**src/rtl/mpfl_pkg.sv**
```systemverilog
// ----------------------------------------------------------------------------
// Multi-pool free-list allocator package
// Shared types, codes and default sizes for the allocator and its parts.
// ----------------------------------------------------------------------------
package mpfl_pkg;

   // Default sizes, used as parameter defaults on the top level.
   localparam int DEF_NUM_ENTITIES = 256;
   localparam int DEF_NUM_POOLS    = 4;

   // Request operations.
   typedef enum logic [1:0] {
      OP_CLAIM   = 2'd0,
      OP_RELEASE = 2'd1,
      OP_CREATE  = 2'd2,
      OP_BIND    = 2'd3
   } op_type;

   // Result status codes.
   typedef enum logic [2:0] {
      ST_OK           = 3'd0,
      ST_NO_POOL      = 3'd1,
      ST_EXHAUSTED    = 3'd2,
      ST_UNBOUND      = 3'd3,
      ST_ALREADY_FREE = 3'd4
   } status_type;

   // Controller states.
   typedef enum logic [2:0] {
      S_CLEAR,
      S_IDLE,
      S_LOOKUP,
      S_LINK,
      S_SWEEP
   } state_type;

   // One request item.
   typedef struct packed {
      op_type       opcode;
      logic [1:0]   pool_index;
      logic [7:0]   entity_id;
      logic [8:0]   capacity;
   } req_type;

   // One result item.
   typedef struct packed {
      logic [7:0]   claimed_entity;
      status_type   status;
      logic [8:0]   free_num;
      logic [8:0]   used_num;
   } rsp_type;

endpackage

```
**src/rtl/multi_pool_free_list_allocator.sv**
```systemverilog
// ----------------------------------------------------------------------------
// Multi-pool free-list allocator
// Keeps several object pools, each a LIFO free list linked through a
// per-entity table, and serves claim, release, create and bind requests.
// ----------------------------------------------------------------------------
// Usage:
// Requests enter on req_valid/req_data and are taken when req_stall is low.
// Each request yields exactly one result on rsp_valid/rsp_data, held until
// the receiver drops rsp_stall.
// Claim and release pass through S_IDLE, S_LOOKUP and S_LINK: the pool
// entry and the entity entry are read from single-ported-read RAMs one
// after the other (claim needs the head before it can read the head's
// link; release needs the entity's pool before it can read that pool).
// Create, bind and requests that fail early pass through S_IDLE and
// S_LOOKUP only. The result appears in the cycle after the last state.
// Re-creating a pool that exists walks the entity table once, one entry per
// cycle, before the next item is taken.
// After reset both tables are cleared, one entry per cycle, over
// max(NUM_ENTITIES, NUM_POOLS) entries; req_stall stays high meanwhile.
// A stalled result stays in the output register; the core takes the next
// item, reads its table entries and then waits, before any table write,
// until the register is free. req_stall stays high meanwhile.
// ----------------------------------------------------------------------------
module multi_pool_free_list_allocator import mpfl_pkg::*; #(
   parameter int NUM_ENTITIES = DEF_NUM_ENTITIES,
   parameter int NUM_POOLS    = DEF_NUM_POOLS
) (
   input  logic    clock,
   input  logic    reset,
   input  logic    req_valid,
   output logic    req_stall,
   input  req_type req_data,
   output logic    rsp_valid,
   input  logic    rsp_stall,
   output rsp_type rsp_data
);

   logic    core_idle, out_free, res_valid;
   rsp_type res_data;
   logic    rsp_valid_ff;
   rsp_type rsp_data_ff;

   mpfl_core #(.NUM_ENTITIES(NUM_ENTITIES), .NUM_POOLS(NUM_POOLS)) u_core (
      .clock    (clock),
      .reset    (reset),
      .req_valid(req_valid),
      .req_data (req_data),
      .idle     (core_idle),
      .out_free (out_free),
      .res_valid(res_valid),
      .res_data (res_data)
   );

   assign req_stall = !core_idle;
   assign out_free  = !rsp_valid_ff || !rsp_stall;

   // Output register.
   always_ff @(posedge clock) begin
      if (reset) begin
         rsp_valid_ff <= 1'b0;
      end else if (res_valid) begin
         rsp_valid_ff <= 1'b1;
      end else if (!rsp_stall) begin
         rsp_valid_ff <= 1'b0;
      end
   end

   always_ff @(posedge clock) begin
      if (res_valid) begin
         rsp_data_ff <= res_data;
      end
   end

   assign rsp_valid = rsp_valid_ff;
   assign rsp_data  = rsp_data_ff;

   // The core only hands over a result when the output register can take it.
   a_no_overwrite: assert property (@(posedge clock) disable iff (reset)
      res_valid |-> (!rsp_valid_ff || !rsp_stall))
      else $error("result produced while output register is occupied");

   // Only a successful claim names an entity.
   a_entity_only_on_ok: assert property (@(posedge clock) disable iff (reset)
      (rsp_valid && rsp_data.status != ST_OK) |-> (rsp_data.claimed_entity == '0))
      else $error("entity reported on a failed request");

   // A missing pool reports zero counts.
   a_no_pool_counts: assert property (@(posedge clock) disable iff (reset)
      (rsp_valid && rsp_data.status == ST_NO_POOL)
         |-> (rsp_data.free_num == '0 && rsp_data.used_num == '0))
      else $error("counts reported for a missing pool");

   // No request is taken while the core works on an item.
   a_one_in_flight: assert property (@(posedge clock) disable iff (reset)
      (req_valid && !req_stall) |=> req_stall)
      else $error("second item taken while the first is in flight");

endmodule

```
**src/rtl/mpfl_ram.sv**
```systemverilog
// ----------------------------------------------------------------------------
// Generic RAM
// One write port and one read port, read data registered, held while the
// read enable is low.
// ----------------------------------------------------------------------------
module mpfl_ram #(
   parameter int WIDTH = 8,
   parameter int DEPTH = 16,
   localparam int AW = (DEPTH > 1) ? $clog2(DEPTH) : 1
) (
   input  logic             clock,
   input  logic             wr_en,
   input  logic [AW-1:0]    wr_addr,
   input  logic [WIDTH-1:0] wr_data,
   input  logic             rd_en,
   input  logic [AW-1:0]    rd_addr,
   output logic [WIDTH-1:0] rd_data
);

   logic [WIDTH-1:0] mem_ff [DEPTH];
   logic [WIDTH-1:0] rd_data_ff;

   // Write port.
   always_ff @(posedge clock) begin
      if (wr_en) begin
         mem_ff[wr_addr] <= wr_data;
      end
   end

   // Registered read port.
   always_ff @(posedge clock) begin
      if (rd_en) begin
         rd_data_ff <= mem_ff[rd_addr];
      end
   end

   assign rd_data = rd_data_ff;

endmodule

```
**src/rtl/mpfl_core.sv**
```systemverilog
// ----------------------------------------------------------------------------
// Allocator core
// Entity and pool tables in two RAMs, and the sequencer that reads, updates
// and writes them back for each item, including the reset clearing pass and
// the sweep that drops the free list of a re-created pool.
// ----------------------------------------------------------------------------
module mpfl_core import mpfl_pkg::*; #(
   parameter int NUM_ENTITIES = DEF_NUM_ENTITIES,
   parameter int NUM_POOLS    = DEF_NUM_POOLS
) (
   input  logic    clock,
   input  logic    reset,
   input  logic    req_valid,
   input  req_type req_data,
   output logic    idle,
   input  logic    out_free,
   output logic    res_valid,
   output rsp_type res_data
);

   localparam int ENT_AW  = $clog2(NUM_ENTITIES);
   localparam int LINK_W  = $clog2(NUM_ENTITIES) + 1;
   localparam int POOL_AW = (NUM_POOLS > 1) ? $clog2(NUM_POOLS) : 1;
   localparam int CNT_W   = $clog2(NUM_ENTITIES + 1);
   localparam int CLR_N   = (NUM_ENTITIES > NUM_POOLS) ? NUM_ENTITIES : NUM_POOLS;
   localparam int SWP_W   = $clog2(CLR_N + 1);

   localparam logic [LINK_W-1:0] NIL     = LINK_W'(NUM_ENTITIES);
   localparam logic [CNT_W-1:0]  CNT_MAX = CNT_W'(NUM_ENTITIES);

   typedef struct packed {
      logic [LINK_W-1:0]  link;
      logic [POOL_AW-1:0] pool;
      logic               bound;
      logic               free;
   } ent_type;

   typedef struct packed {
      logic [LINK_W-1:0] head;
      logic [CNT_W-1:0]  free_cnt;
      logic [CNT_W-1:0]  used_cnt;
      logic              exists;
   } pool_type;

   localparam ent_type  ENT_RESET  = '{link: NIL, pool: '0, bound: 1'b0, free: 1'b0};
   localparam pool_type POOL_RESET = '{head: NIL, free_cnt: '0, used_cnt: '0,
                                       exists: 1'b0};

   // Saturating counters.
   function automatic logic [CNT_W-1:0] cnt_up(input logic [CNT_W-1:0] c);
      return (c >= CNT_MAX) ? CNT_MAX : c + 1'b1;
   endfunction

   function automatic logic [CNT_W-1:0] cnt_down(input logic [CNT_W-1:0] c);
      return (c == '0) ? '0 : c - 1'b1;
   endfunction

   state_type          state_ff, state_in;
   req_type            item_ff, item_in;
   logic [SWP_W-1:0]   cnt_ff, cnt_in;
   logic               pend_ff, pend_in;
   logic [ENT_AW-1:0]  pend_addr_ff, pend_addr_in;

   logic               ent_we, ent_re, pool_we, pool_re;
   logic [ENT_AW-1:0]  ent_waddr, ent_raddr;
   logic [POOL_AW-1:0] pool_waddr, pool_raddr;
   ent_type            ent_wdata, ent_q;
   pool_type           pool_wdata, pool_q;

   logic               pool_ok, id_ok, pool_in_range;
   logic [ENT_AW-1:0]  id_addr;
   logic [POOL_AW-1:0] p_addr;
   logic [CNT_W-1:0]   cap_clamped;

   // Entity table: link, owning pool, bound and free marks.
   mpfl_ram #(.WIDTH($bits(ent_type)), .DEPTH(NUM_ENTITIES)) u_ent_ram (
      .clock  (clock),
      .wr_en  (ent_we),
      .wr_addr(ent_waddr),
      .wr_data(ent_wdata),
      .rd_en  (ent_re),
      .rd_addr(ent_raddr),
      .rd_data(ent_q)
   );

   // Pool table: list head, counts and existence.
   mpfl_ram #(.WIDTH($bits(pool_type)), .DEPTH(NUM_POOLS)) u_pool_ram (
      .clock  (clock),
      .wr_en  (pool_we),
      .wr_addr(pool_waddr),
      .wr_data(pool_wdata),
      .rd_en  (pool_re),
      .rd_addr(pool_raddr),
      .rd_data(pool_q)
   );

   // Decoded fields of the item in flight.
   assign pool_in_range = int'(item_ff.pool_index) < NUM_POOLS;
   assign pool_ok       = pool_in_range && pool_q.exists;
   assign id_ok         = int'(item_ff.entity_id) < NUM_ENTITIES;
   assign id_addr       = ENT_AW'(item_ff.entity_id);
   assign p_addr        = POOL_AW'(item_ff.pool_index);
   assign cap_clamped   = (int'(item_ff.capacity) > NUM_ENTITIES) ? CNT_MAX
                                                                  : CNT_W'(item_ff.capacity);
   assign idle          = (state_ff == S_IDLE);

   // State and item registers.
   always_ff @(posedge clock) begin
      if (reset) begin
         state_ff <= S_CLEAR;
         cnt_ff   <= '0;
         pend_ff  <= 1'b0;
      end else begin
         state_ff <= state_in;
         cnt_ff   <= cnt_in;
         pend_ff  <= pend_in;
      end
   end

   always_ff @(posedge clock) begin
      item_ff      <= item_in;
      pend_addr_ff <= pend_addr_in;
   end

   // Sequencer: next state, table accesses and the result.
   always_comb begin
      state_in     = state_ff;
      item_in      = item_ff;
      cnt_in       = cnt_ff;
      pend_in      = 1'b0;
      pend_addr_in = pend_addr_ff;
      ent_re       = 1'b0;
      ent_raddr    = id_addr;
      pool_re      = 1'b0;
      pool_raddr   = p_addr;
      ent_we       = 1'b0;
      ent_waddr    = id_addr;
      ent_wdata    = ent_q;
      pool_we      = 1'b0;
      pool_waddr   = p_addr;
      pool_wdata   = pool_q;
      res_valid    = 1'b0;
      res_data.claimed_entity = '0;
      res_data.status         = ST_OK;
      res_data.free_num       = '0;
      res_data.used_num       = '0;

      unique case (state_ff)
         S_CLEAR: begin
            // Reset pass: one entry of each table per cycle.
            ent_we     = int'(cnt_ff) < NUM_ENTITIES;
            ent_waddr  = ENT_AW'(cnt_ff);
            ent_wdata  = ENT_RESET;
            pool_we    = int'(cnt_ff) < NUM_POOLS;
            pool_waddr = POOL_AW'(cnt_ff);
            pool_wdata = POOL_RESET;
            cnt_in     = cnt_ff + 1'b1;
            if (int'(cnt_ff) == CLR_N - 1) begin
               state_in = S_IDLE;
               cnt_in   = '0;
            end
         end

         S_IDLE: begin
            // Take an item and fetch its entity and pool entries.
            if (req_valid) begin
               item_in    = req_data;
               ent_re     = 1'b1;
               ent_raddr  = ENT_AW'(req_data.entity_id);
               pool_re    = 1'b1;
               pool_raddr = POOL_AW'(req_data.pool_index);
               state_in   = S_LOOKUP;
            end
         end

         S_LOOKUP: begin
            if (out_free) begin
               unique case (item_ff.opcode)
                  OP_CLAIM: begin
                     if (!pool_ok) begin
                        res_valid       = 1'b1;
                        res_data.status = ST_NO_POOL;
                        state_in        = S_IDLE;
                     end else if (pool_q.head == NIL) begin
                        res_valid         = 1'b1;
                        res_data.status   = ST_EXHAUSTED;
                        res_data.free_num = 9'(pool_q.free_cnt);
                        res_data.used_num = 9'(pool_q.used_cnt);
                        state_in          = S_IDLE;
                     end else begin
                        // Fetch the head entity to learn its successor.
                        ent_re    = 1'b1;
                        ent_raddr = ENT_AW'(pool_q.head);
                        state_in  = S_LINK;
                     end
                  end

                  OP_RELEASE: begin
                     if (!id_ok || !ent_q.bound) begin
                        res_valid       = 1'b1;
                        res_data.status = ST_UNBOUND;
                        state_in        = S_IDLE;
                     end else begin
                        // Fetch the pool the entity belongs to.
                        pool_re    = 1'b1;
                        pool_raddr = ent_q.pool;
                        state_in   = S_LINK;
                     end
                  end

                  OP_CREATE: begin
                     res_valid = 1'b1;
                     state_in  = S_IDLE;
                     if (!pool_in_range) begin
                        res_data.status = ST_NO_POOL;
                     end else begin
                        pool_we             = 1'b1;
                        pool_wdata.head     = NIL;
                        pool_wdata.free_cnt = '0;
                        pool_wdata.used_cnt = cap_clamped;
                        pool_wdata.exists   = 1'b1;
                        res_data.used_num   = 9'(cap_clamped);
                        // An existing pool loses its old free list.
                        if (pool_q.exists) begin
                           state_in = S_SWEEP;
                           cnt_in   = '0;
                        end
                     end
                  end

                  OP_BIND: begin
                     res_valid = 1'b1;
                     state_in  = S_IDLE;
                     if (!pool_ok) begin
                        res_data.status = ST_NO_POOL;
                     end else begin
                        res_data.free_num = 9'(pool_q.free_cnt);
                        res_data.used_num = 9'(pool_q.used_cnt);
                        if (!id_ok) begin
                           res_data.status = ST_UNBOUND;
                        end else if (ent_q.free) begin
                           res_data.status = ST_ALREADY_FREE;
                        end else begin
                           ent_we          = 1'b1;
                           ent_wdata.link  = NIL;
                           ent_wdata.pool  = p_addr;
                           ent_wdata.bound = 1'b1;
                           ent_wdata.free  = 1'b0;
                        end
                     end
                  end

                  default: begin
                     state_in = S_IDLE;
                  end
               endcase
            end
         end

         S_LINK: begin
            if (out_free) begin
               res_valid = 1'b1;
               state_in  = S_IDLE;
               if (item_ff.opcode == OP_CLAIM) begin
                  // Pop: the head's successor becomes the new head.
                  ent_we                  = 1'b1;
                  ent_waddr               = ENT_AW'(pool_q.head);
                  ent_wdata.link          = NIL;
                  ent_wdata.free          = 1'b0;
                  pool_we                 = 1'b1;
                  pool_wdata.head         = ent_q.link;
                  pool_wdata.free_cnt     = cnt_down(pool_q.free_cnt);
                  pool_wdata.used_cnt     = cnt_up(pool_q.used_cnt);
                  res_data.claimed_entity = 8'(pool_q.head);
                  res_data.free_num       = 9'(cnt_down(pool_q.free_cnt));
                  res_data.used_num       = 9'(cnt_up(pool_q.used_cnt));
               end else if (!pool_q.exists) begin
                  res_data.status = ST_NO_POOL;
               end else if (ent_q.free) begin
                  res_data.status   = ST_ALREADY_FREE;
                  res_data.free_num = 9'(pool_q.free_cnt);
                  res_data.used_num = 9'(pool_q.used_cnt);
               end else begin
                  // Push the released entity in front of the old head.
                  ent_we              = 1'b1;
                  ent_wdata.link      = pool_q.head;
                  ent_wdata.free      = 1'b1;
                  pool_we             = 1'b1;
                  pool_waddr          = ent_q.pool;
                  pool_wdata.head     = LINK_W'(item_ff.entity_id);
                  pool_wdata.free_cnt = cnt_up(pool_q.free_cnt);
                  pool_wdata.used_cnt = cnt_down(pool_q.used_cnt);
                  res_data.free_num   = 9'(cnt_up(pool_q.free_cnt));
                  res_data.used_num   = 9'(cnt_down(pool_q.used_cnt));
               end
            end
         end

         S_SWEEP: begin
            // Read one entity per cycle, write back the one read before.
            if (int'(cnt_ff) < NUM_ENTITIES) begin
               ent_re       = 1'b1;
               ent_raddr    = ENT_AW'(cnt_ff);
               cnt_in       = cnt_ff + 1'b1;
               pend_in      = 1'b1;
               pend_addr_in = ENT_AW'(cnt_ff);
            end
            if (pend_ff && ent_q.bound && (ent_q.pool == p_addr)) begin
               ent_we         = 1'b1;
               ent_waddr      = pend_addr_ff;
               ent_wdata.link = NIL;
               ent_wdata.free = 1'b0;
            end
            if (int'(cnt_ff) == NUM_ENTITIES) begin
               state_in = S_IDLE;
               cnt_in   = '0;
            end
         end

         default: begin
            state_in = S_IDLE;
         end
      endcase
   end

endmodule
```
**config.mk**
```make
export PLATFORM = sky130hd
export DESIGN_NAME = multi_pool_free_list_allocator
export DESIGN_NICKNAME = d
export VERILOG_FILES = /design/src/rtl/mpfl_pkg.sv /design/src/rtl/multi_pool_free_list_allocator.sv /design/src/rtl/mpfl_ram.sv /design/src/rtl/mpfl_core.sv
export SDC_FILE = /design/constraint.sdc
export NUM_CORES = 2
export LEC_CHECK = 0
export ABC_CLOCK_PERIOD_IN_PS = 45200
export BUFFER_PORTS_ARGS = -buffer_cell sky130_fd_sc_hd__buf_4
export CORE_AREA = 2 2 551 553
export DETAILED_ROUTE_END_ITERATION = 8
export DIE_AREA = 0 0 553 555
export GPL_ROUTABILITY_DRIVEN = 1
export MAX_ROUTING_LAYER = met4
export PLACE_DENSITY = 0.62
export SYNTH_ARGS = -nofsm -noshare
export SYNTH_HDL_FRONTEND = slang
export SYNTH_SLANG_ARGS = --single-unit
```
**constraint.sdc**
```tcl
create_clock -name clock -period 45.2 [get_ports clock]
set_clock_uncertainty 0.05 [all_clocks]
set_input_delay 13.56 -clock clock [delete_from_list [all_inputs] [get_ports clock]]
set_output_delay 13.56 -clock clock [all_outputs]
set_load 0.02 [all_outputs]
```
==> summary.txt <==
Place
  • RD Place Congestion: 0.881
  • DP Wirelength: 215 mm
  • I/O Buffers: 55

Route
  • DRT Pass-1 Iters: 8
  • DR top layer: met4
  • Met2 wire length: 172 mm
  • Via density: 6.23
  • Met1 Routed Length: 150 mm
  • Iter 0 DRT Violations: 10,700
  • Vias: 73,500
  • DRC violations left: 0
  • WL met3: 35.4 mm
  • Routed Antenna Nets: 0
  • WL per Instance: 31.0 µm
  • Final WL: 366 mm

Setup path
  • Critical-path maximum fanout: 62
  • Reg2reg start: u_core.state_ff[2]$_SDFFE_PP0P_
  • Max incr delay on CP: 1.02 ns
  • WP data required: 45.76 ns
  • R2R depth: 15
  • CP max stage cell: nor3_1
  • CP Launch Point: req_valid
  • CP Data Arrival Time: 21.48 ns
  • Crit path cell chain: buf_4 -> nand4bb_1 -> inv_1 -> buf_4 -> a22oi_1 -> a31oi_4 -> buf_4 -> buf_4 -> buf_4 -> buf_4 -> buf_4 -> buf_4 -> mux4_2 -> a22oi_1 -> nand4_1 -> nor3_1 -> nor3_1
  • CP Class: input pin to flip-flop
  • Crit path top cell by count: buf_4
  • CP Launch Type: input pin
  • Crit end category: flip-flop

Timing
  • Final setup violation count: 0
  • Final Cycle Share: 46.3%
  • Minimum clock period after layout: 20.93 ns
  • Slew margin rel.: 8.23%
  • Worst slew pin tran: 1.37 ns
  • Final Hold Viols: 0
  • RSZ-0062 raised after global routing: no
  • FMAX: 47.8 MHz
  • Sum of negative setup slack: 0 ns
  • Max-slew violations: 0

Floorplanning
  • Die Y: 555 µm
  • Initial Utilization: 45.8%
  • Core Area: 301,000 µm²
  • I/O Pins: 56
  • Die Footprint: 307,000 µm²
  • Die X-Extent: 553 µm
  • FP Rows: 202

GRT
  • First-pass GRT wire length: 522 mm
  • Vias in the first global route: 71,200
  • GRT overflow: 0
  • Initial antenna violation count: 14
  • Largest net degree at the start of global routing: 217
  • Overall Global Routing Usage: 24.1%

Clock tree
  • H-tree depth: 5
  • Clk_lat worst skew: 0.94 ns
  • Clk buf depth: 4
  • CTS tree: yes
  • Hold_buf cts: 0
  • Number of buffers created by CTS: 361
  • Gates resized, CTS repair: 0
  • Clk slew on worst S/H paths: 0.06 ns
  • TritonCTS Sinks: 3,553
  • # Post-CTS Setup Buffers: 0
  • Clock root buffer master: clkbuf_16

Yosys
  • Mapped Nets: 7,253
  • Yosys cell types: 70
  • Async SR Flop Fraction: 0%
  • Main synth FF type: edfxtp_1
  • Syn. warnings: 0
  • Syn Std Cell Area: 138,000 µm²
  • Syn Inst Count: 7,216
  • Register bit total from synthesis: 3,553
  • Yosys top cell by area: edfxtp_1
  • EDFF count, synth: 3,539
  • Ranking of synthesized cells by area: edfxtp_1 77%, mux4_2 11%, nand2_1 1.7%
  • Post-synthesis sequential area ratio: 77.2%
  • Top-area cell type share of the netlist area: 77.0%
  • Syn Area/Cell: 19.1 µm²

Layout
  • Commonest cells after routing, fill and taps aside: 3,539 x edfxtp_1, 671 x mux4_2, 620 x nand2_1, 388 x buf_4, 363 x clkbuf_16
  • Most common library cell in the layout ignoring fill and taps: edfxtp_1
  • Fillers: 23,600
  • Final #Nets: 7,555
  • Layout cells sized above 1: 21.6%
  • P&R area growth vs syn: 13.0%

Power and ir drop
  • Pleak: 44.6 nW
  • Total power: 6.50 mW
  • Worst VDD drop: 0.0308 mV
  • PwrDens: 41.7 nW/µm²

Min path
  • Hold WC Path Type: flip-flop to flip-flop
  • Hold Crit Start: u_core.cnt_ff[6]$_SDFFE_PP0P_
  • Worst Hold Depth: 0

Flow run
  • Max Cap Viol: 0

Status
  • Outcome: completed
## registers in the layout, indices dropped and copies added, names as in the netlist, 2 cells and up
register	cells
u_core.state_ff	3
rsp_data	29
u_core.item_ff	11
u_core.id_addr	8
u_core.u_pool_ram.mem_ff	112
u_core.pend_addr_ff	8
u_core.p_addr	2
u_core.u_ent_ram.rd_data	13
u_core.cnt_ff	9
u_core.u_pool_ram.rd_data	28
u_core.u_ent_ram.mem_ff	3328
## layer usage
| layer | vias up | global-route usage (%) |
|---|---|---|
| li1 | 30300 | - |
| met1 | 38900 | 34.0 |
| met2 | 3764 | 36.5 |
| met3 | 489 | 4.69 |
| met4 | 0 | 5.76 |
| met5 | - | - |
## power by group
group          leakage [nW]  total (mW)  switching [mW]  internal (mW)
logic                  10.9      0.0262          0.0198        0.00631
clock network          5.52        2.89            1.27           1.62
registers              28.1        3.58         0.00279           3.58
## through the flow
stage | area (µm²) | instances | util [%] | setup slack [ns] | hold WS [ns]
CTS | 156000 | 11800 | 51.7 | 24.37 | 0.532
detailed placement | 144000 | 11100 | 48.0 | 23.36 | 0.516
global route | 156000 | 11800 | 51.7 | 23.86 | 0.550
finish | 156000 | 11800 | 51.8 | 24.27 | 0.545
global placement | 144000 | 11100 | 48.0 | 23.31 | 0.518
floorplan | 138000 | 7216 | - | 18.71 | 0.356
## layout make-up
class / count / area (µm²) / area share (%)
Sequential cell: 3553 / 107000 / 68.3
Multi-Input combinational cell: 3175 / 29700 / 19.1
Clock buffer: 437 / 9360 / 6.00
Tap cell: 3978 / 4980 / 3.19
Timing Repair Buffer: 400 / 3140 / 2.01
Clock inverter: 219 / 2020 / 1.30
Inverter: 27 / 101 / 0.0650
Antenna cell: 13 / 32.5 / 0.0209
## cell usage after synthesis (5+ instances only)
master	instances
o211ai_1	10
a2111oi_0	13
o21ai_0	60
nor2b_1	15
a221oi_1	39
a211oi_1	167
nor2_1	356
xnor2_1	21
edfxtp_1	3539
nor3_1	79
nor4_1	19
a22oi_1	250
xor2_1	13
nor3b_1	7
and3_1	130
a31oi_1	59
nand2b_1	8
nand3_1	125
buf_1	44
ha_1	12
buf_4	28
dfxtp_1	14
a21o_1	16
mux4_2	671
or2_2	5
o221ai_1	14
nand2_1	630
inv_1	25
a21boi_0	12
a311oi_1	96
buf_6	7
and2_1	37
buf_2	125
a21oi_1	84
a221o_1	9
a222oi_1	9
o22ai_1	39
nand4_1	86
clkbuf_1	257
a22o_1	37
## path summary, 6_finish.rpt
kind,end,slack (ns)
worst max register to register,u_core.u_ent_ram.rd_data[12]$_DFFE_PP_,35.93
worst max-delay path,u_core.u_ent_ram.rd_data[12]$_DFFE_PP_,24.27
worst min-delay path,u_core.pend_addr_ff[6]$_DFFE_PP_,0.55
worst min register to register,u_core.pend_addr_ff[6]$_DFFE_PP_,0.55
## cell families (layout without fill, tap and decap cells)
logic type	after synthesis	after routing	share of synthesized area, %
buffers and inverters	488	1083	1.56
DFF	3553	3553	77.2
muxes	673	673	11.0
xor gates and xnor gates	34	34	0.216
adders and majority gates	12	12	0.109
and+or+nand+nor	1516	1516	4.94
other	0	13	0
AOI/OAI and AO/OA	940	940	4.99
## worst max-delay path: cells and delay by family
family                 cells  cell delay (ns)
buffers and inverters      9             4.77
muxes                      1             0.42
and+or+nand+nor            4             1.59
AOI/OAI and AO/OA          3             0.91
No activity file was read; power rests on OpenSTA's default activity.
